`src/rtl/ufib_pkg.sv`:
```
// ufib_pkg: shared types and constants of the uniform integer generator
// no dependencies; used by the interfaces, all rtl modules and the checker
`default_nettype none

package ufib_pkg;

   // fixed payload widths
   localparam int unsigned TYPE_W    = 2;
   localparam int unsigned BOUND_W   = 33;
   localparam int unsigned WIDTH_W   = 6;
   localparam int unsigned ENTROPY_W = 64;
   localparam int unsigned VALUE_W   = 32;
   localparam int unsigned STATUS_W  = 2;

   // dice roller accumulators hold up to twice the largest bound
   localparam int unsigned ACC_W = BOUND_W + 1;

   // largest take width, and the width used for small compares
   localparam int unsigned TAKE_MAX = 32;
   localparam int unsigned CMP_W    = 8;

   // take bit counter indexes one bit of the value
   localparam int unsigned TCNT_W = $clog2(VALUE_W);

   // request codes
   typedef enum logic [TYPE_W-1:0] {
      REQ_REFILL = 2'd0,
      REQ_DRAW   = 2'd1,
      REQ_TAKE   = 2'd2
   } req_code_type;

   // result status codes
   typedef enum logic [STATUS_W-1:0] {
      STATUS_READY  = 2'd0,
      STATUS_NEED   = 2'd1,
      STATUS_BAD    = 2'd2,
      STATUS_LOADED = 2'd3
   } status_type;

   // kind of suspended request
   typedef enum logic [1:0] {
      KIND_NONE = 2'd0,
      KIND_DRAW = 2'd1,
      KIND_TAKE = 2'd2
   } kind_type;

   // sequencer states
   typedef enum logic [2:0] {
      S_IDLE,
      S_DISPATCH,
      S_DRAW,
      S_TAKE_CHECK,
      S_TAKE,
      S_FINISH
   } state_type;

   // commands to the bit pool
   typedef struct packed {
      logic load;
      logic shift;
      logic clear;
   } pool_cmd_type;

   // commands to the dice roller
   typedef struct packed {
      logic init;
      logic step;
   } roller_cmd_type;

   // roller feedback to the sequencer
   typedef struct packed {
      logic                 accept;
      logic [VALUE_W-1:0]   result;
   } roller_stat_type;

endpackage

`default_nettype wire

```
`src/rtl/ufib_if.sv`:
```
// ufib request and response channel interfaces
// depends on ufib_pkg for the payload widths
`default_nettype none

interface ufib_req_if;
   logic                                 valid;
   logic                                 ready;
   logic [ufib_pkg::TYPE_W-1:0]          req_type;
   logic [ufib_pkg::BOUND_W-1:0]         bound;
   logic [ufib_pkg::WIDTH_W-1:0]         take_width;
   logic [ufib_pkg::ENTROPY_W-1:0]       entropy_word;

   modport source (output valid, req_type, bound, take_width, entropy_word, input ready);
   modport sink   (input valid, req_type, bound, take_width, entropy_word, output ready);
endinterface

interface ufib_rsp_if;
   logic                                 valid;
   logic                                 ready;
   logic [ufib_pkg::VALUE_W-1:0]         value;
   logic [ufib_pkg::STATUS_W-1:0]        status;

   modport source (output valid, value, status, input ready);
   modport sink   (input valid, value, status, output ready);
endinterface

`default_nettype wire

```
`src/rtl/uniform_integer_from_bit_pool.sv`:
```
// uniform_integer_from_bit_pool: top level, bit pool with a fast dice roller
// depends on ufib_pkg, ufib_if, ufib_pool, ufib_roller and ufib_ctrl
//
//   channel   direction   beat contents
//   req_ch    in          req_type, bound, take_width, entropy_word
//   rsp_ch    out         value, status (one beat per request beat)
//
// a draw uses one pool bit per roller step (about log2 of the bound plus a
// few) and ends with status need when the pool runs dry;
// a take of k bits moves one pool bit per cycle through the shift of the
// pool register
// a refill loads the pool, then does the work of the request it resumes
// one request at a time: req_ch is ready only while the sequencer is idle;
// the result register lets the next request in while a result is stalled
// synchronous reset empties the pool and drops any suspended request
`default_nettype none

module uniform_integer_from_bit_pool #(
   parameter int unsigned POOL_BITS  = 64,
   parameter int unsigned BOUND_BITS = 32
) (
   input  wire logic   clock,
   input  wire logic   reset,
   ufib_req_if.sink    req_ch,
   ufib_rsp_if.source  rsp_ch
);

   localparam int unsigned LEFT_W = $clog2(POOL_BITS + 1);

   ufib_pkg::pool_cmd_type     pool_cmd;
   ufib_pkg::roller_cmd_type   roller_cmd;
   ufib_pkg::roller_stat_type  roller_stat;
   logic                       pool_bit;
   logic [LEFT_W-1:0]          bits_left;
   logic [ufib_pkg::BOUND_W-1:0] roller_bound;

   // sequencer
   ufib_ctrl #(
      .POOL_BITS  (POOL_BITS),
      .BOUND_BITS (BOUND_BITS)
   ) u_ctrl (
      .clock        (clock),
      .reset        (reset),
      .req          (req_ch),
      .rsp          (rsp_ch),
      .pool_cmd     (pool_cmd),
      .pool_bit     (pool_bit),
      .bits_left    (bits_left),
      .roller_cmd   (roller_cmd),
      .roller_bound (roller_bound),
      .roller_stat  (roller_stat)
   );

   // bit pool
   ufib_pool #(
      .POOL_BITS (POOL_BITS)
   ) u_pool (
      .clock        (clock),
      .reset        (reset),
      .cmd          (pool_cmd),
      .entropy_word (req_ch.entropy_word),
      .pool_bit     (pool_bit),
      .bits_left    (bits_left)
   );

   // shared roller step unit
   ufib_roller u_roller (
      .clock    (clock),
      .reset    (reset),
      .cmd      (roller_cmd),
      .bound    (roller_bound),
      .pool_bit (pool_bit),
      .stat     (roller_stat)
   );

endmodule

`default_nettype wire

```
`src/rtl/ufib_pool.sv`:
```
// ufib_pool: random bit pool with its unused bit count, shifted one bit a step
// depends on ufib_pkg
`default_nettype none

module ufib_pool #(
   parameter int unsigned POOL_BITS = 64,
   localparam int unsigned LEFT_W   = $clog2(POOL_BITS + 1)
) (
   input  wire logic                            clock,
   input  wire logic                            reset,
   input  wire ufib_pkg::pool_cmd_type          cmd,
   input  wire logic [ufib_pkg::ENTROPY_W-1:0]  entropy_word,
   output logic                                 pool_bit,
   output logic [LEFT_W-1:0]                    bits_left
);

   logic [POOL_BITS-1:0] pool_ff, pool_in;
   logic [LEFT_W-1:0]    left_ff, left_in;

   // load, consume one bit or discard everything
   always_comb begin
      pool_in = pool_ff;
      left_in = left_ff;
      if (cmd.load) begin
         pool_in = entropy_word[POOL_BITS-1:0];
         left_in = LEFT_W'(POOL_BITS);
      end else if (cmd.clear) begin
         pool_in = '0;
         left_in = '0;
      end else if (cmd.shift) begin
         pool_in = pool_ff >> 1;
         left_in = left_ff - LEFT_W'(1);
      end
   end

   always_ff @(posedge clock) begin
      if (reset) begin
         pool_ff <= '0;
         left_ff <= '0;
      end else begin
         pool_ff <= pool_in;
         left_ff <= left_in;
      end
   end

   assign pool_bit  = pool_ff[0];
   assign bits_left = left_ff;

endmodule

`default_nettype wire

```
`src/rtl/ufib_roller.sv`:
```
// ufib_roller: fast dice roller accumulators, one pool bit per step
// depends on ufib_pkg
`default_nettype none

module ufib_roller (
   input  wire logic                           clock,
   input  wire logic                           reset,
   input  wire ufib_pkg::roller_cmd_type       cmd,
   input  wire logic [ufib_pkg::BOUND_W-1:0]   bound,
   input  wire logic                           pool_bit,
   output ufib_pkg::roller_stat_type           stat
);

   localparam int unsigned AW = ufib_pkg::ACC_W;

   logic [AW-1:0]                    range_ff, range_in;
   logic [AW-1:0]                    draw_ff, draw_in;
   logic [ufib_pkg::BOUND_W-1:0]     bound_ff, bound_in;
   logic [AW-1:0]                    range_dbl, draw_dbl, bound_ext;
   logic [AW:0]                      range_diff, draw_diff;
   logic                             range_ge, draw_lt;

   // doubled accumulators and their differences against the bound
   always_comb begin
      range_dbl  = {range_ff[AW-2:0], 1'b0};
      draw_dbl   = {draw_ff[AW-2:0], pool_bit};
      bound_ext  = {1'b0, bound_ff};
      range_diff = {1'b0, range_dbl} - {1'b0, bound_ext};
      draw_diff  = {1'b0, draw_dbl} - {1'b0, bound_ext};
      range_ge   = ~range_diff[AW];
      draw_lt    = draw_diff[AW];
   end

   // accumulator update
   always_comb begin
      range_in = range_ff;
      draw_in  = draw_ff;
      bound_in = bound_ff;
      if (cmd.init) begin
         range_in = AW'(1);
         draw_in  = '0;
         bound_in = bound;
      end else if (cmd.step) begin
         if (range_ge && !draw_lt) begin
            range_in = range_diff[AW-1:0];
            draw_in  = draw_diff[AW-1:0];
         end else begin
            range_in = range_dbl;
            draw_in  = draw_dbl;
         end
      end
   end

   always_ff @(posedge clock) begin
      if (reset) begin
         range_ff <= AW'(1);
         draw_ff  <= '0;
         bound_ff <= '0;
      end else begin
         range_ff <= range_in;
         draw_ff  <= draw_in;
         bound_ff <= bound_in;
      end
   end

   assign stat.accept = range_ge && draw_lt;
   assign stat.result = draw_dbl[ufib_pkg::VALUE_W-1:0];

endmodule

`default_nettype wire

```
`src/rtl/ufib_ctrl.sv`:
```
// ufib_ctrl: request sequencer, suspended request state and result register
// depends on ufib_pkg and the ufib channel interfaces
`default_nettype none

module ufib_ctrl #(
   parameter int unsigned POOL_BITS  = 64,
   parameter int unsigned BOUND_BITS = 32,
   localparam int unsigned LEFT_W    = $clog2(POOL_BITS + 1)
) (
   input  wire logic                            clock,
   input  wire logic                            reset,
   ufib_req_if.sink                             req,
   ufib_rsp_if.source                           rsp,
   output ufib_pkg::pool_cmd_type               pool_cmd,
   input  wire logic                            pool_bit,
   input  wire logic [LEFT_W-1:0]               bits_left,
   output ufib_pkg::roller_cmd_type             roller_cmd,
   output logic [ufib_pkg::BOUND_W-1:0]         roller_bound,
   input  wire ufib_pkg::roller_stat_type       roller_stat
);

   localparam int unsigned VW = ufib_pkg::VALUE_W;
   localparam int unsigned CW = ufib_pkg::CMP_W;
   localparam logic [63:0] BOUND_LIMIT = 64'd1 << BOUND_BITS;
   localparam logic [CW-1:0] POOL_LIMIT = CW'(POOL_BITS);
   localparam logic [CW-1:0] TAKE_LIMIT = CW'(ufib_pkg::TAKE_MAX);

   ufib_pkg::state_type                  state_ff, state_in;
   ufib_pkg::kind_type                   kind_ff, kind_in;
   logic [ufib_pkg::WIDTH_W-1:0]         pwidth_ff, pwidth_in;
   logic [ufib_pkg::TCNT_W-1:0]          cnt_ff, cnt_in;
   logic [ufib_pkg::TYPE_W-1:0]          lreq_type_ff, lreq_type_in;
   logic [ufib_pkg::BOUND_W-1:0]         lreq_bound_ff, lreq_bound_in;
   logic [ufib_pkg::WIDTH_W-1:0]         lreq_width_ff, lreq_width_in;
   logic [VW-1:0]                        work_value_ff, work_value_in;
   ufib_pkg::status_type                 work_status_ff, work_status_in;
   logic                                 rsp_valid_ff, rsp_valid_in;
   logic [VW-1:0]                        rsp_value_ff, rsp_value_in;
   ufib_pkg::status_type                 rsp_status_ff, rsp_status_in;

   logic bound_bad, take_bad, left_zero, too_few, take_last, out_free;

   // request checks and pool conditions
   always_comb begin
      bound_bad = (lreq_bound_ff == '0) || ({31'b0, lreq_bound_ff} > BOUND_LIMIT);
      take_bad  = ({2'b0, lreq_width_ff} > TAKE_LIMIT) || ({2'b0, lreq_width_ff} > POOL_LIMIT);
      left_zero = (bits_left == '0);
      too_few   = (CW'(bits_left) < {2'b0, pwidth_ff});
      take_last = ({1'b0, cnt_ff} == (pwidth_ff - 6'd1));
      out_free  = !rsp_valid_ff || rsp.ready;
   end

   // next state
   always_comb begin
      state_in = state_ff;
      case (state_ff)
         ufib_pkg::S_IDLE: begin
            if (req.valid) state_in = ufib_pkg::S_DISPATCH;
         end
         ufib_pkg::S_DISPATCH: begin
            case (lreq_type_ff)
               ufib_pkg::REQ_REFILL: begin
                  case (kind_ff)
                     ufib_pkg::KIND_DRAW: state_in = ufib_pkg::S_DRAW;
                     ufib_pkg::KIND_TAKE: state_in = ufib_pkg::S_TAKE_CHECK;
                     default:             state_in = ufib_pkg::S_FINISH;
                  endcase
               end
               ufib_pkg::REQ_DRAW: begin
                  state_in = bound_bad ? ufib_pkg::S_FINISH : ufib_pkg::S_DRAW;
               end
               ufib_pkg::REQ_TAKE: begin
                  state_in = take_bad ? ufib_pkg::S_FINISH : ufib_pkg::S_TAKE_CHECK;
               end
               default: state_in = ufib_pkg::S_FINISH;
            endcase
         end
         ufib_pkg::S_DRAW: begin
            if (left_zero || roller_stat.accept) state_in = ufib_pkg::S_FINISH;
         end
         ufib_pkg::S_TAKE_CHECK: begin
            if (too_few || pwidth_ff == '0) state_in = ufib_pkg::S_FINISH;
            else                            state_in = ufib_pkg::S_TAKE;
         end
         ufib_pkg::S_TAKE: begin
            if (take_last) state_in = ufib_pkg::S_FINISH;
         end
         ufib_pkg::S_FINISH: begin
            if (out_free) state_in = ufib_pkg::S_IDLE;
         end
         default: state_in = ufib_pkg::S_IDLE;
      endcase
   end

   // commands and register updates per state
   always_comb begin
      pool_cmd       = '0;
      roller_cmd     = '0;
      kind_in        = kind_ff;
      pwidth_in      = pwidth_ff;
      cnt_in         = cnt_ff;
      lreq_type_in   = lreq_type_ff;
      lreq_bound_in  = lreq_bound_ff;
      lreq_width_in  = lreq_width_ff;
      work_value_in  = work_value_ff;
      work_status_in = work_status_ff;
      rsp_valid_in   = rsp_valid_ff && !rsp.ready;
      rsp_value_in   = rsp_value_ff;
      rsp_status_in  = rsp_status_ff;
      case (state_ff)
         ufib_pkg::S_IDLE: begin
            // latch the beat; a refill loads the pool straight away
            if (req.valid) begin
               lreq_type_in  = req.req_type;
               lreq_bound_in = req.bound;
               lreq_width_in = req.take_width;
               pool_cmd.load = (req.req_type == ufib_pkg::REQ_REFILL);
            end
         end
         ufib_pkg::S_DISPATCH: begin
            work_value_in = '0;
            case (lreq_type_ff)
               ufib_pkg::REQ_REFILL: begin
                  if (kind_ff == ufib_pkg::KIND_NONE) work_status_in = ufib_pkg::STATUS_LOADED;
               end
               ufib_pkg::REQ_DRAW: begin
                  if (bound_bad) begin
                     work_status_in = ufib_pkg::STATUS_BAD;
                  end else begin
                     kind_in         = ufib_pkg::KIND_DRAW;
                     roller_cmd.init = 1'b1;
                  end
               end
               ufib_pkg::REQ_TAKE: begin
                  if (take_bad) begin
                     work_status_in = ufib_pkg::STATUS_BAD;
                  end else begin
                     kind_in   = ufib_pkg::KIND_TAKE;
                     pwidth_in = lreq_width_ff;
                  end
               end
               default: work_status_in = ufib_pkg::STATUS_BAD;
            endcase
         end
         ufib_pkg::S_DRAW: begin
            // one roller step per pool bit
            if (left_zero) begin
               work_status_in = ufib_pkg::STATUS_NEED;
            end else begin
               pool_cmd.shift  = 1'b1;
               roller_cmd.step = 1'b1;
               if (roller_stat.accept) begin
                  work_value_in  = roller_stat.result;
                  work_status_in = ufib_pkg::STATUS_READY;
                  kind_in        = ufib_pkg::KIND_NONE;
               end
            end
         end
         ufib_pkg::S_TAKE_CHECK: begin
            cnt_in = '0;
            if (too_few) begin
               pool_cmd.clear = 1'b1;
               work_status_in = ufib_pkg::STATUS_NEED;
            end else if (pwidth_ff == '0) begin
               work_status_in = ufib_pkg::STATUS_READY;
               kind_in        = ufib_pkg::KIND_NONE;
            end
         end
         ufib_pkg::S_TAKE: begin
            // move one pool bit into the value, low bits first
            pool_cmd.shift        = 1'b1;
            work_value_in[cnt_ff] = pool_bit;
            cnt_in                = cnt_ff + ufib_pkg::TCNT_W'(1);
            if (take_last) begin
               work_status_in = ufib_pkg::STATUS_READY;
               kind_in        = ufib_pkg::KIND_NONE;
            end
         end
         ufib_pkg::S_FINISH: begin
            if (out_free) begin
               rsp_valid_in  = 1'b1;
               rsp_value_in  = work_value_ff;
               rsp_status_in = work_status_ff;
            end
         end
         default: ;
      endcase
   end

   // control registers
   always_ff @(posedge clock) begin
      if (reset) begin
         state_ff     <= ufib_pkg::S_IDLE;
         kind_ff      <= ufib_pkg::KIND_NONE;
         pwidth_ff    <= '0;
         rsp_valid_ff <= 1'b0;
      end else begin
         state_ff     <= state_in;
         kind_ff      <= kind_in;
         pwidth_ff    <= pwidth_in;
         rsp_valid_ff <= rsp_valid_in;
      end
   end

   // payload registers
   always_ff @(posedge clock) begin
      cnt_ff         <= cnt_in;
      lreq_type_ff   <= lreq_type_in;
      lreq_bound_ff  <= lreq_bound_in;
      lreq_width_ff  <= lreq_width_in;
      work_value_ff  <= work_value_in;
      work_status_ff <= work_status_in;
      rsp_value_ff   <= rsp_value_in;
      rsp_status_ff  <= rsp_status_in;
   end

   assign req.ready    = (state_ff == ufib_pkg::S_IDLE);
   assign rsp.valid    = rsp_valid_ff;
   assign rsp.value    = rsp_value_ff;
   assign rsp.status   = rsp_status_ff;
   assign roller_bound = lreq_bound_ff;

endmodule

`default_nettype wire

```
`src/flat_wrapper.sv`:
```
// flat-port wrapper written by rule: the top's interface ports become plain ports
module uniform_integer_from_bit_pool_flat 
#(
   parameter int unsigned POOL_BITS  = 64,
   parameter int unsigned BOUND_BITS = 32
)
  (clock, reset, req_ch_valid, req_ch_req_type, req_ch_bound, req_ch_take_width, req_ch_entropy_word, req_ch_ready, rsp_ch_valid, rsp_ch_value, rsp_ch_status, rsp_ch_ready);
  ufib_req_if req_ch_i ();
  ufib_rsp_if rsp_ch_i ();
  input  wire logic clock;
  input  wire logic reset;
  input wire logic [$bits(req_ch_i.valid)-1:0] req_ch_valid;
  input wire logic [$bits(req_ch_i.req_type)-1:0] req_ch_req_type;
  input wire logic [$bits(req_ch_i.bound)-1:0] req_ch_bound;
  input wire logic [$bits(req_ch_i.take_width)-1:0] req_ch_take_width;
  input wire logic [$bits(req_ch_i.entropy_word)-1:0] req_ch_entropy_word;
  output wire logic [$bits(req_ch_i.ready)-1:0] req_ch_ready;
  output wire logic [$bits(rsp_ch_i.valid)-1:0] rsp_ch_valid;
  output wire logic [$bits(rsp_ch_i.value)-1:0] rsp_ch_value;
  output wire logic [$bits(rsp_ch_i.status)-1:0] rsp_ch_status;
  input wire logic [$bits(rsp_ch_i.ready)-1:0] rsp_ch_ready;
  assign req_ch_i.valid = req_ch_valid;
  assign req_ch_i.req_type = req_ch_req_type;
  assign req_ch_i.bound = req_ch_bound;
  assign req_ch_i.take_width = req_ch_take_width;
  assign req_ch_i.entropy_word = req_ch_entropy_word;
  assign req_ch_ready = req_ch_i.ready;
  assign rsp_ch_valid = rsp_ch_i.valid;
  assign rsp_ch_value = rsp_ch_i.value;
  assign rsp_ch_status = rsp_ch_i.status;
  assign rsp_ch_i.ready = rsp_ch_ready;
  uniform_integer_from_bit_pool #(.POOL_BITS(POOL_BITS), .BOUND_BITS(BOUND_BITS)) u_core (.clock(clock), .reset(reset), .req_ch(req_ch_i), .rsp_ch(rsp_ch_i));
endmodule
```
`config.mk`:
```
export PLATFORM = sky130hd
export DESIGN_NAME = uniform_integer_from_bit_pool_flat
export DESIGN_NICKNAME = d
export VERILOG_FILES = /design/src/rtl/ufib_pkg.sv /design/src/rtl/ufib_if.sv /design/src/rtl/uniform_integer_from_bit_pool.sv /design/src/rtl/ufib_pool.sv /design/src/rtl/ufib_roller.sv /design/src/rtl/ufib_ctrl.sv /design/src/flat_wrapper.sv
export SDC_FILE = /design/constraint.sdc
export NUM_CORES = 1
export LEC_CHECK = 0
export BUFFER_PORTS_ARGS = -buffer_cell sky130_fd_sc_hd__buf_2
export CORE_ASPECT_RATIO = 1.25
export CORE_MARGIN = 4
export CORE_UTILIZATION = 55
export CTS_CLUSTER_SIZE = 40
export DETAILED_ROUTE_END_ITERATION = 16
export GPL_TIMING_DRIVEN = 1
export PLACE_DENSITY = 0.75
export SLEW_MARGIN = 20
export SYNTH_ARGS = -nofsm -noshare
export SYNTH_HDL_FRONTEND = slang
export SYNTH_SLANG_ARGS = --single-unit
```
`constraint.sdc`:
```
create_clock -name clock -period 5.9 [get_ports clock]
set_clock_uncertainty 0.15 [all_clocks]
set_input_delay 0.295 -clock clock [delete_from_list [all_inputs] [get_ports clock]]
set_output_delay 0.295 -clock clock [all_outputs]
set_load 0.05 [all_outputs]
```
After elaboration in Yosys (flattened, before gate mapping)
Index checks and enable logic that the tools add are counted.
- flip-flop bits (word level): 296
- bits of input ports: 109
- output and inout bits: 36
- logic and storage cells: 140
- add/subtract/negate cells: 5
- $lt $le $gt $ge: 5
- eq/ne operators: 26
- mux-type cells: 53
- bitwise operators: 2
- reductions and logical operators: 31
- operators with widths (kind ; number):
    64-bit 2-to-1 mux ; 3
    32-bit one-hot mux with 3 select lines ; 1
    34-bit by 33-bit subtractor with 35-bit output ; 2
    33-bit 2-to-1 mux ; 2
    32-bit 2-to-1 mux ; 2
    33-bit greater-than comparator, second input constant ; 1
    33-bit logical NOT ; 1
    32-bit bitwise mux ; 1
    2-bit 2-to-1 mux ; 12
    7-bit 2-to-1 mux ; 3
    3-bit != test, second input constant ; 7
    3-bit 2-to-1 mux ; 6
    3-bit one-hot mux with 6 select lines ; 1
    2-bit != test, second input constant ; 8
    2-bit one-hot mux with 4 select lines ; 2
    1-bit 2-to-1 mux ; 13
    5-bit one-hot mux with 2 select lines ; 1
    3-bit one-hot mux with 3 select lines ; 1
    9-bit AND reduction ; 1
    7-bit logical NOT ; 1
    7-bit by 6-bit less-than comparator with 1-bit output ; 1
    7-bit AND reduction ; 1
    7-bit by 1-bit subtractor with 7-bit output, second input constant ; 1
    3-bit by 2-bit == test with 1-bit output, second input constant ; 2
    other kinds (31) ; 48

Longest topological paths before layout
Gate-level depths: netlist (run 1).
- depth after elaboration: 6
- depth in mapped cells: 15
- mapped depth without buffers: 12

By module
Synthesis (run 1) repeated with hierarchy kept, for this count alone.
- cell total of the unflattened synthesis: 1833
- area total of the unflattened synthesis: 16849.9 sq um
- modules (own cells, without submodules) (module ; times used ; cells each ; area an instance (sq um) ; sequential area each (sq um)):
    ufib_roller ; 1 ; 1057 ; 8000.2 ; 1981.9
    ufib_ctrl ; 1 ; 456 ; 5704.2 ; 3663.5
    ufib_pool ; 1 ; 320 ; 3145.5 ; 1421.4

Least setup slack after synthesis (run 1)
No wires, ideal clock.
- path type: flip-flop to flip-flop
- from: register u_core.u_roller.range_ff[0]
- to: register u_core.u_ctrl.work_value_ff[0] (enable)
- setup time: 0.431 ns
- arrival: 3.971 ns
- data required time: 5.319 ns
- setup slack: 1.348 ns
- cell stages (with the launch flop): 11
- path buffers: 0
- clock period less this slack: 4.552 ns
- cells stage by stage: dfxtp_1 -> inv_1 -> fa_1 -> nand2b_1 -> a21oi_2 -> o21bai_1 -> o21a_1 -> a211o_1 -> a211o_1 -> a21bo_2 -> o211ai_1
- cells in the longest elaborated chain, start to end: 5
- ends and longest elaborated chain (what ; line ; source):
    from (decl) ; ufib_roller.sv:16 ; logic [AW-1:0] range_ff, range_in;
    from (signal assigned) ; ufib_roller.sv:60 ; range_ff <= range_in;
    34-bit by 33-bit subtractor with 35-bit output ; ufib_roller.sv:28 ; range_diff = {1'b0, range_dbl} - {1'b0, bound_ext};
    1-bit NOT ; ufib_roller.sv:30 ; range_ge = ~range_diff[AW];
    1-bit logical AND ; ufib_roller.sv:66 ; assign stat.accept = range_ge && draw_lt;
    2-bit != test (no source line) ; - ;
    3-bit AND reduction (no source line) ; - ;
    to (signal assigned) ; ufib_ctrl.sv:211 ; work_value_ff <= work_value_in;
    to (decl) ; ufib_ctrl.sv:35 ; logic [VW-1:0] work_value_ff, work_value_in;
Every way passes these cells.
A chain may end at the register's enable or synchronous reset.

Worst setup path after layout (run 1)
- from: register u_core.u_pool.pool_ff[0]
- to: register u_core.u_roller.range_ff[26]
- cells in the longest elaborated chain, start to end: 4
- ends and longest elaborated chain (what ; line ; source):
    from (decl) ; ufib_pool.sv:17 ; logic [POOL_BITS-1:0] pool_ff, pool_in;
    from (signal assigned) ; ufib_pool.sv:41 ; pool_ff <= pool_in;
    34-bit by 33-bit subtractor with 35-bit output ; ufib_roller.sv:29 ; draw_diff = {1'b0, draw_dbl} - {1'b0, bound_ext};
    1-bit logical NOT ; ufib_roller.sv:44 ; if (range_ge && !draw_lt) begin
    1-bit logical AND ; ufib_roller.sv:44 ;
    33-bit 2-to-1 mux ; ufib_roller.sv:44 ;
Every way passes these cells.

==> impl_metrics.tcl, run 1 <==
set metrics [dict create \
    switching_power_uw 2806 \
    clockBufferDepth 3 \
    dieHeight_um 197.7 \
    hold_slack_ps 106.4 \
    setup_ws_ps 1360 \
    rsz0062_at_grt "no" \
    synthTopCellsByArea "dfxtp_1 23%, edfxtp_1 22%, mux2i_1 7.8%" \
    cp_max_fo 48 \
    via_count 13490 \
    nNetsFinal 2069 \
    pwr-share-clk 0.261 \
    cts_sinks 296 \
    ys_seq_area_frac 0.4461 \
    fp.dieW_um 159.8 \
    synthCells 1685 \
    max-slew-margin-rel 0.2928 \
    period_minus_slack_ps 4540 \
    crit_start "u_core.u_pool.pool_ff[0]" \
    utilization 0.6635 \
    r2r-start "u_core.u_pool.pool_ff[0]" \
    rows 69 \
    postCtsSetupRepairBufs 0 \
    powerDensity_nw_per_um2 406.2 \
    regArea_um2 7067 \
    synth_top_cell_area_share 0.2300 \
    final_hold_viol_count 0 \
    gp_congestion 0.9180 \
    swShare 0.3666 \
    leakage_uw 0.007757 \
    drcViolationCount 0 \
    p_int_uw 4849 \
    crit_type "reg -> reg" \
    slew_viol_final 0 \
    combPwrFrac 0.373 \
    finalSetupViolCount 0 \
    grt.total_usage 0.2581 \
    critPathCapture "u_core.u_roller.range_ff[26]" \
    yosysTopAreaCell "dfxtp_1" \
    regToRegSetupSlack_ps 1360 \
    vias_per_cell 5.970 \
    first_global_vias 13400 \
    synthDistinctLibCells 72 \
    crit_path_end_kind "flip-flop" \
    grt_pass1_wl_um 67730 \
    wl_per_cell_um 18.53 \
    clkTransAtPathRegs_ps 60 \
    htreeDepth 1 \
    pre_cts_ws_ps 1425 \
    drtIter0Drc 1164 \
    ir_drop_uv 292.1 \
    synth_warnings 0 \
    antenna_found_initial 0 \
    synth-main-ff-cell "dfxtp_1" \
    grt_max_degree 80 \
    syn_area_um2 15840 \
    grt-ovfl-total 0 \
    instances_no_fill 2260 \
    ant_nets 0 \
    cp_data_required_time_ps 6190 \
    insertion_delay_ps 580 \
    drv_cap 0 \
    synth_edf_count 114 \
    holdBufCountCts 107 \
    fmax_mhz 220.3 \
    critical_path.startpoint_type "flip-flop" \
    critPathArrivalTime_ps 4830 \
    reg2reg_depth 14 \
    cts_tree "done" \
    multi_input_area_um2 8178 \
    area_growth_pct 18.97 \
    dpl.cell_count 2095 \
    synth_nets 1875 \
    syn_area_per_cell_um2 9.401 \
    dr.pass1.iters 7 \
    status "finished, final reports clean" \
    cts_root_buffer "clkbuf_16" \
    ctsResizeCount 0 \
    fin_crit_sh 0.7695 \
    port_buffers 144 \
    setup_tns_ps 0 \
    timing.rr.end "u_core.u_roller.range_ff[26]" \
    core_um2 28400 \
    ys_ff_latch 296 \
    dpl.hpwl_um 27040 \
    fillers 2170 \
    hold_depth 5 \
    async_reset_ff_frac 0 \
    start_util 0.5577 \
    die_area_um2 31600 \
    seq_power_share 0.366 \
    worst_pin_slew_ps 1061 \
    drive_gt1_frac 0.1219 \
    holdCritPathClass "in -> reg" \
    pin_count 145 \
    cts_inserted_buffers 30 \
    wl_um 41870 \
]
## routing by layer
layer / part of all wire / routed length, um / track usage / vias up
met1: 0.41 / 17230 / 0.3185 / 6373
met4: 0.039 / 1620 / 0.1090 / 0
met2: 0.50 / 20810 / 0.4572 / 462
met3: 0.053 / 2215 / 0.03477 / 105
li1: - / - / - / 6553
met5: 0 / 0 / 0 / -
## state kept, by name (all words and copies together) (netlist names)
signal	cells
u_core.u_roller.range_ff	33
u_core.u_ctrl.lreq_width_ff	6
u_core.u_ctrl.cnt_ff	5
u_core.u_ctrl.pwidth_ff	6
u_core.u_ctrl.rsp.valid	1
u_core.u_ctrl.rsp.value	32
u_core.u_ctrl.roller_bound	33
u_core.u_pool.pool_ff	64
u_core.u_ctrl.lreq_type_ff	2
u_core.u_ctrl.work_status_ff	2
u_core.u_roller.draw_ff	33
u_core.u_roller.bound_ff	33
u_core.u_ctrl.state_ff	3
u_core.u_ctrl.kind_ff	2
u_core.u_ctrl.work_value_ff	32
u_core.u_pool.bits_left	7
u_core.u_ctrl.rsp.status	2
## how the worst min path moves through the flow
| stage | end | from | slack, ps |
|---|---|---|---|
| after floorplan | u_core.u_ctrl.lreq_type_ff[0] | req_ch_req_type[0] | 240 |
| after global placement | u_core.u_ctrl.rsp.value[9] | u_core.u_ctrl.work_value_ff[9] | 300 |
| after detailed placement | u_core.u_ctrl.rsp.value[30] | u_core.u_ctrl.work_value_ff[30] | 290 |
| after CTS | u_core.u_ctrl.state_ff[2] | req_ch_valid | 90 |
| after global routing | u_core.u_ctrl.state_ff[2] | req_ch_valid | 110 |
| final | u_core.u_ctrl.state_ff[2] | req_ch_valid | 110 |
## logic make-up (layout without fill, tap and decap cells)
family | count (synthesis) | after routing | synth area share
AO/OA/AOI/OAI | 424 | 424 | 0.1815
XOR/XNOR | 67 | 67 | 0.03704
adder cells (fa/ha/maj) | 81 | 81 | 0.06492
buffers and inverters | 162 | 380 | 0.04075
flip-flops | 296 | 296 | 0.4461
multiplexers | 124 | 124 | 0.07843
other | 0 | 2 | 0
AND/OR/NAND/NOR | 531 | 531 | 0.1513
## power by group through the flow
stage / clock, uW / combinational (uW) / sequential (uW)
after global routing: 2110 / 3120 / 2830
after global placement: 0 / 2700 / 2820
after CTS: 2030 / 2830 / 2790
after detailed placement: 0 / 2760 / 2830
after floorplan: 0 / 2180 / 2810
final: 2000 / 2860 / 2800
## critical path, stage by stage, from the launching register on
cell and delay [ps]:
dfxtp_1 300, buf_4 310, inv_1 130, ha_1 230
fa_1 410, nor2b_1 180, o31ai_1 130, a211oi_2 340
o2bb2ai_2 250, a31oi_1 230, o41a_1 480, a21oi_4 140
buf_4 660, mux2i_1 280, o21ai_1 80
## layout make-up
| cell class | instances | area share |
|---|---|---|
| clock buffer | 34 | 0.04116 |
| timing repair buffer | 265 | 0.1008 |
| sequential | 296 | 0.3750 |
| inverter | 59 | 0.01175 |
| multi-input combinational | 1227 | 0.4339 |
| antenna | 2 | 0.0002656 |
| clock inverter | 22 | 0.01361 |
| tap | 355 | 0.02357 |
## cell usage in the layout (no fill, tap or decap), types with 6 or more instances in the layout
cell / instances
o211ai_1: 7
a31oi_1: 9
a21oi_1: 75
a32oi_1: 18
dfxtp_1: 182
buf_4: 15
ha_1: 79
clkbuf_16: 30
a211oi_1: 9
xor2_1: 23
and2_1: 7
nand3_1: 36
a21o_1: 43
and3_1: 11
o21ai_0: 73
nor2_1: 176
xnor2_1: 44
mux2i_1: 123
nor3_1: 79
a221oi_1: 63
or3_1: 6
buf_2: 143
nand2_1: 139
nand2b_1: 17
nor2b_1: 16
inv_1: 58
nand4_1: 11
nor4_1: 13
dlygate4sd3_1: 107
edfxtp_1: 114
o21ai_1: 55
o21a_1: 14
o31ai_1: 10
## cell usage after synthesis (7+ instances only)
cell type,number
nor4_1,13
o31ai_1,10
xor2_1,23
or3_1,7
nand2b_1,17
a31oi_1,9
inv_1,59
edfxtp_1,114
nor2b_1,18
a21o_1,43
nor2_1,177
o21a_1,14
a221oi_1,63
ha_1,79
o211ai_1,7
xnor2_1,44
o21ai_1,55
a21oi_1,75
mux2i_1,123
a211oi_1,10
dfxtp_1,182
a32oi_1,18
and2_1,7
o21ai_0,73
nand2_1,140
clkbuf_1,89
nor3_1,81
and3_1,11
nand4_1,11
nand3_1,37
## per-stage QoR
stage / total power [uW] / cell area, um^2
finish: 7655 / 18850
global route: 8054 / 18840
CTS: 7651 / 18840
detailed placement: 5593 / 16740
global placement: 5521 / 16740
floorplan: 4991 / 15840
Note: power is estimated with default switching activity, not from simulation.
==> run 2: changes to the inputs <==
Settings changed: CORE_UTILIZATION 55 to 54, PLACE_DENSITY 0.75 to 0.76.
Clock period 5.9 ns to 3.75 ns, I/O delays scaled along.
==> impl_metrics.tcl, run 2 (synthesized netlist as in run 1, its figures left out) <==
set metrics [dict create \
    grt.total_usage 0.2607 \
    cts_tree "done" \
    drcViolationCount 0 \
    holdCritPathClass "in -> reg" \
    timing.rr.end "u_core.u_ctrl.work_status_ff[1]" \
    period_minus_slack_ps 3592 \
    cpPeakStageDelay_ps 420 \
    status "finished, final reports clean" \
    ir_drop_uv 500.7 \
    crit_chain "inv_1 > ha_1 > fa_1 > nor2b_1 > o31ai_2 > a211oi_2 > o2bb2ai_2 > a31oi_2 > o41a_1 > a21bo_2 > nor2b_1 > and4b_1" \
    ant_nets 0 \
    finalSetupViolCount 0 \
    cp_data_required_time_ps 3940 \
    grt_max_degree 66 \
    clockBufferDepth 3 \
    crit_path_end_kind "flip-flop" \
    slew_viol_final 0 \
    hold_depth 5 \
    first_global_vias 13370 \
    pre_cts_ws_ps 258.8 \
    cpLargestDelayFamily "compound AO/OA/AOI/OAI gates" \
    cts_inserted_buffers 30 \
    layout_commonest_cell "dfxtp_1" \
    cp_max_fo 4 \
    swShare 0.3661 \
    vias_per_cell 5.981 \
    pwr-share-clk 0.252 \
    combPwrFrac 0.393 \
    reg2reg_depth 12 \
    wl_um 43370 \
    grt_pass1_wl_um 69090 \
    core_um2 28660 \
    regToRegSetupSlack_ps 160 \
    worst_pin_slew_ps 1082 \
    max-slew-margin-rel 0.2789 \
    leakage_uw 0.007924 \
    switching_power_uw 4540 \
    die_area_um2 32160 \
    fin_crit_sh 0.9577 \
    start_util 0.5527 \
    cpMostUsedCell "nor2b_1" \
    largest_reg_flops 64 \
    dpl.hpwl_um 28460 \
    pin_count 145 \
    top_register "u_core.u_pool.pool_ff" \
    clkTransAtPathRegs_ps 60 \
    wl_per_cell_um 18.76 \
    area_growth_pct 21.01 \
    drive_gt1_frac 0.1353 \
    insertion_delay_ps 590 \
    powerDensity_nw_per_um2 646.9 \
    drtIter0Drc 1223 \
    cts_root_buffer "clkbuf_16" \
    setup_tns_ps 0 \
    crit_type "reg -> reg" \
    r2r-start "u_core.u_pool.pool_ff[0]" \
    final_hold_viol_count 0 \
    drv_cap 0 \
    dr.pass1.iters 5 \
    antenna_cells 0 \
    port_buffers 144 \
    seq_power_share 0.355 \
    htreeDepth 1 \
    p_int_uw 7862 \
    min-delay-start "req_ch_valid" \
    critPathArrivalTime_ps 3780 \
    nNetsFinal 2088 \
    gp_congestion 0.9388 \
    dieHeight_um 199.5 \
    via_count 13830 \
    critPathSlowestCell "fa_1" \
    cts_sinks 296 \
    rows 69 \
    fp.dieW_um 161.2 \
    critical_path.startpoint_type "flip-flop" \
    most-common-layout-cells "180 x dfxtp_1, 176 x nor2_1, 143 x buf_2" \
    hold_end "u_core.u_ctrl.state_ff[2]" \
    antenna_found_initial 0 \
    grt-ovfl-total 0 \
    cp_num_buf_inv 1 \
    setup_ws_ps 158.5 \
    fmax_mhz 278.4 \
]
## run 2: changes by cell type in the layout (fill, tap and decap cells not counted), moves of 2 or more
cell / previous run / this run
diode_2: 2 / 0
clkbuf_16: 30 / 32
dlygate4sd3_1: 107 / 110
bufinv_16: 5 / 2
clkinv_1: 5 / 0
clkinvlp_4: 4 / 2
buf_4: 15 / 25
dfxtp_2: 0 / 2
dfxtp_1: 182 / 180
clkinvlp_2: 3 / 0
clkbuf_8: 1 / 8
buf_12: 0 / 5
clkinv_2: 3 / 7
## run 2: cell type report
cell class              instances  area, um^2
clock inverters                14       152.6
clock buffers                  42       897.1
well taps                     390       488.0
repair buffers                284        2130
fillers                      2244        9493
flip-flops and latches        296        7069
inverters                      59       221.5
multi-input cells            1227        8212
## run 2: worst max path at each step
stage / start / to / slack, ps / depth (start not counted)
floorplan: u_core.u_roller.range_ff[0] / u_core.u_ctrl.work_value_ff[0] / -560 / 10
global placement: u_core.u_pool.pool_ff[0] / u_core.u_ctrl.work_status_ff[0] / 360 / 12
detailed placement: u_core.u_pool.pool_ff[0] / u_core.u_roller.range_ff[2] / 260 / 13
CTS: u_core.u_pool.pool_ff[0] / u_core.u_roller.range_ff[1] / 210 / 13
global route: u_core.u_pool.pool_ff[0] / u_core.u_ctrl.work_status_ff[1] / -60 / 12
finish: u_core.u_pool.pool_ff[0] / u_core.u_ctrl.work_status_ff[1] / 160 / 12
## run 2: power groups by stage
stage               clock [uW]  combinational, uW  sequential [uW]
finish                    3130               4870             4400
global route              3310               5270             4450
CTS                       3170               4660             4380
detailed placement           0               4540             4450
global placement             0               4480             4430
floorplan                    0               3430             4430
## run 2: what timing repair did
action	in CTS	in global routing
setup buffers	0	1
resized for setup	0	0
hold buffers	110	0
setup endpoints to repair	0	5
endpoints found under the hold margin	137	0
## run 2: stage by stage
| step | area [um^2] | hold WS (ps) | power, uW | cells | util |
|---|---|---|---|---|---|
| floorplan | 15870 | 136.4 | 7861 | 1685 | - |
| global placement | 16970 | 213.4 | 8916 | 2144 | 0.5922 |
| detailed placement | 16970 | 215.6 | 8985 | 2144 | 0.5922 |
| CTS | 19120 | 5.870 | 12210 | 2310 | 0.6672 |
| global route | 19170 | 69.24 | 13040 | 2312 | 0.6688 |
| finish | 19170 | 47.58 | 12400 | 2312 | 0.6688 |
## run 2: routing by layer
metal  GRT usage  vias to the layer above  share of wire
li1            -                     6604              -
met1      0.3194                     6655           0.40
met2      0.4747                      462           0.51
met3     0.03404                      107          0.054
met4     0.09008                        0          0.033
met5           0                        -              0
## run 2: worst reg2reg max path, cell delays in order, from the launching register on
cell	delay, ps
dfxtp_1	330
inv_1	70
ha_1	210
fa_1	420
nor2b_1	230
o31ai_2	120
a211oi_2	270
o2bb2ai_2	210
a31oi_2	170
o41a_1	400
a21bo_2	250
nor2b_1	270
and4b_1	260
==> run 3: changes to the inputs <==
Settings changed: REMOVE_ABC_BUFFERS set to 1.
==> impl_metrics.tcl, run 3 (synthesized netlist as in run 1, its figures left out) <==
set metrics [dict create \
    crit_path_end_kind "flip-flop" \
    antenna_found_initial 1 \
    wl_per_cell_um 17.88 \
    largest_reg_flops 64 \
    grt-ovfl-total 0 \
    ant_nets 0 \
    holdCritPathClass "in -> reg" \
    crit_chain "inv_1 > ha_1 > a21o_1 > a21o_1 > a21oi_1 > o221a_2 > nor2_1 > a2111oi_2 > buf_4 > a21bo_2 > o211ai_1 > buf_4 > clkbuf_16" \
    via_count 13740 \
    top_layer_used "met4" \
    nNetsFinal 2094 \
    port_buffers 144 \
    combPwrFrac 0.396 \
    worst_pin_slew_ps 1090 \
    drcViolationCount 0 \
    post_dp_cell_area_um2 17030 \
    critical_path.startpoint_type "flip-flop" \
    most-common-layout-cells "182 x dfxtp_1, 176 x nor2_1, 143 x buf_2" \
    dpl.hpwl_um 27300 \
    period_minus_slack_ps 3614 \
    cp_max_fo 16 \
    regArea_um2 7067 \
    drtIter0Drc 893 \
    rsz0062_at_grt "no" \
    fin_crit_sh 0.9637 \
    grt_max_degree 72 \
    p_int_uw 7700 \
    dr.pass1.iters 5 \
    top_register "u_core.u_pool.pool_ff" \
    die_area_um2 32160 \
    route.met3.wl_um 2688 \
    rows 69 \
    seq_power_share 0.360 \
    crit_type "reg -> reg" \
    ir_drop_uv 478.9 \
    status "finished, final reports clean" \
    critPathSlowestCell "a2111oi_2" \
    dieHeight_um 199.5 \
    wl_met1_um 16780 \
    cts_inserted_buffers 30 \
    drive_gt1_frac 0.1317 \
    fp.dieW_um 161.2 \
    clockBufferDepth 3 \
    finalSetupViolCount 0 \
    setup_ws_ps 136.0 \
    area_growth_pct 20.75 \
    htreeDepth 1 \
    drv_cap 0 \
    cp_data_required_time_ps 3900 \
    leakage_uw 0.007917 \
    cts_root_buffer "clkbuf_16" \
    max-slew-margin-rel 0.2736 \
    grt.total_usage 0.2513 \
    clkTransAtPathRegs_ps 60 \
    pwr-share-clk 0.244 \
    cpPeakStageDelay_ps 420 \
    slew_viol_final 0 \
    grt_pass1_wl_um 67260 \
    powerDensity_nw_per_um2 631.9 \
    first_global_vias 13620 \
    final_hold_viol_count 0 \
    route.met2.wl_um 20700 \
    fmax_mhz 276.7 \
    fillers 2222 \
    core_um2 28660 \
    cpLargestDelayFamily "compound AO/OA/AOI/OAI gates" \
    pin_count 145 \
    design_area_um2 19130 \
    switching_power_uw 4386 \
    wl_um 41470 \
    cts_tree "done" \
    multi_input_area_um2 8190 \
    layout_commonest_cell "dfxtp_1" \
    gp_congestion 0.9180 \
    swShare 0.3629 \
    insertion_delay_ps 560 \
    pre_cts_ws_ps 57.85 \
    vias_per_cell 5.924 \
    start_util 0.5527 \
    cts_sinks 296 \
    cp_num_buf_inv 4 \
    critPathArrivalTime_ps 3760 \
]
==> run 3: cell type report <==
class | instances | area share
Antenna cell | 1 | 0.0001308
Tap cell | 390 | 0.02551
Clock buffer | 47 | 0.04860
Timing Repair Buffer | 290 | 0.1138
Clock inverter | 9 | 0.002747
Inverter | 59 | 0.01158
Sequential cell | 296 | 0.3694
Multi-Input combinational cell | 1227 | 0.4282
==> run 3: worst paths after layout <==
check | start | to | slack, ps | cells past startpoint
max reg2reg | u_core.u_roller.bound_ff[23] | u_core.u_ctrl.work_value_ff[5] | 140 | 13
min | req_ch_bound[31] | u_core.u_ctrl.roller_bound[31] | 190 | 2
min reg2reg | u_core.u_ctrl.work_value_ff[14] | u_core.u_ctrl.rsp.value[14] | 300 | 0
max | u_core.u_roller.bound_ff[23] | u_core.u_ctrl.work_value_ff[5] | 140 | 13
==> run 3: what timing repair did <==
item,CTS,global route
resized for setup,0,5
buffers inserted,0,1
endpoints found under the hold margin,119,0
hold buffers,108,0
setup endpoints to repair,0,33
==> run 3: through the flow <==
step	hold slack (ps)	total power, uW	utilization	TNS [ps]	instances
2_1_floorplan	106.6	7681	-	-274390	1582
3_3_place_gp	215.7	8874	0.5941	0	2152
3_5_place_dp	215.6	8964	0.5941	0	2152
4_1_cts	175.4	11990	0.6661	0	2316
5_1_grt	177.6	12680	0.6674	0	2319
6_report	186.1	12090	0.6674	0	2319
==> run 3: power by group through the flow <==
stage	Combinational (uW)	Clock (uW)	Sequential [uW]
6_report	4790	2950	4350
5_1_grt	5170	3110	4400
4_1_cts	4680	2980	4330
3_5_place_dp	4570	0	4400
3_3_place_gp	4500	0	4370
2_1_floorplan	3210	0	4470
==> run 3: layer usage <==
layer	GRT usage	vias up
met5	0	-
met4	0.08692	0
met3	0.03590	115
met2	0.4599	519
met1	0.3037	6484
li1	-	6619
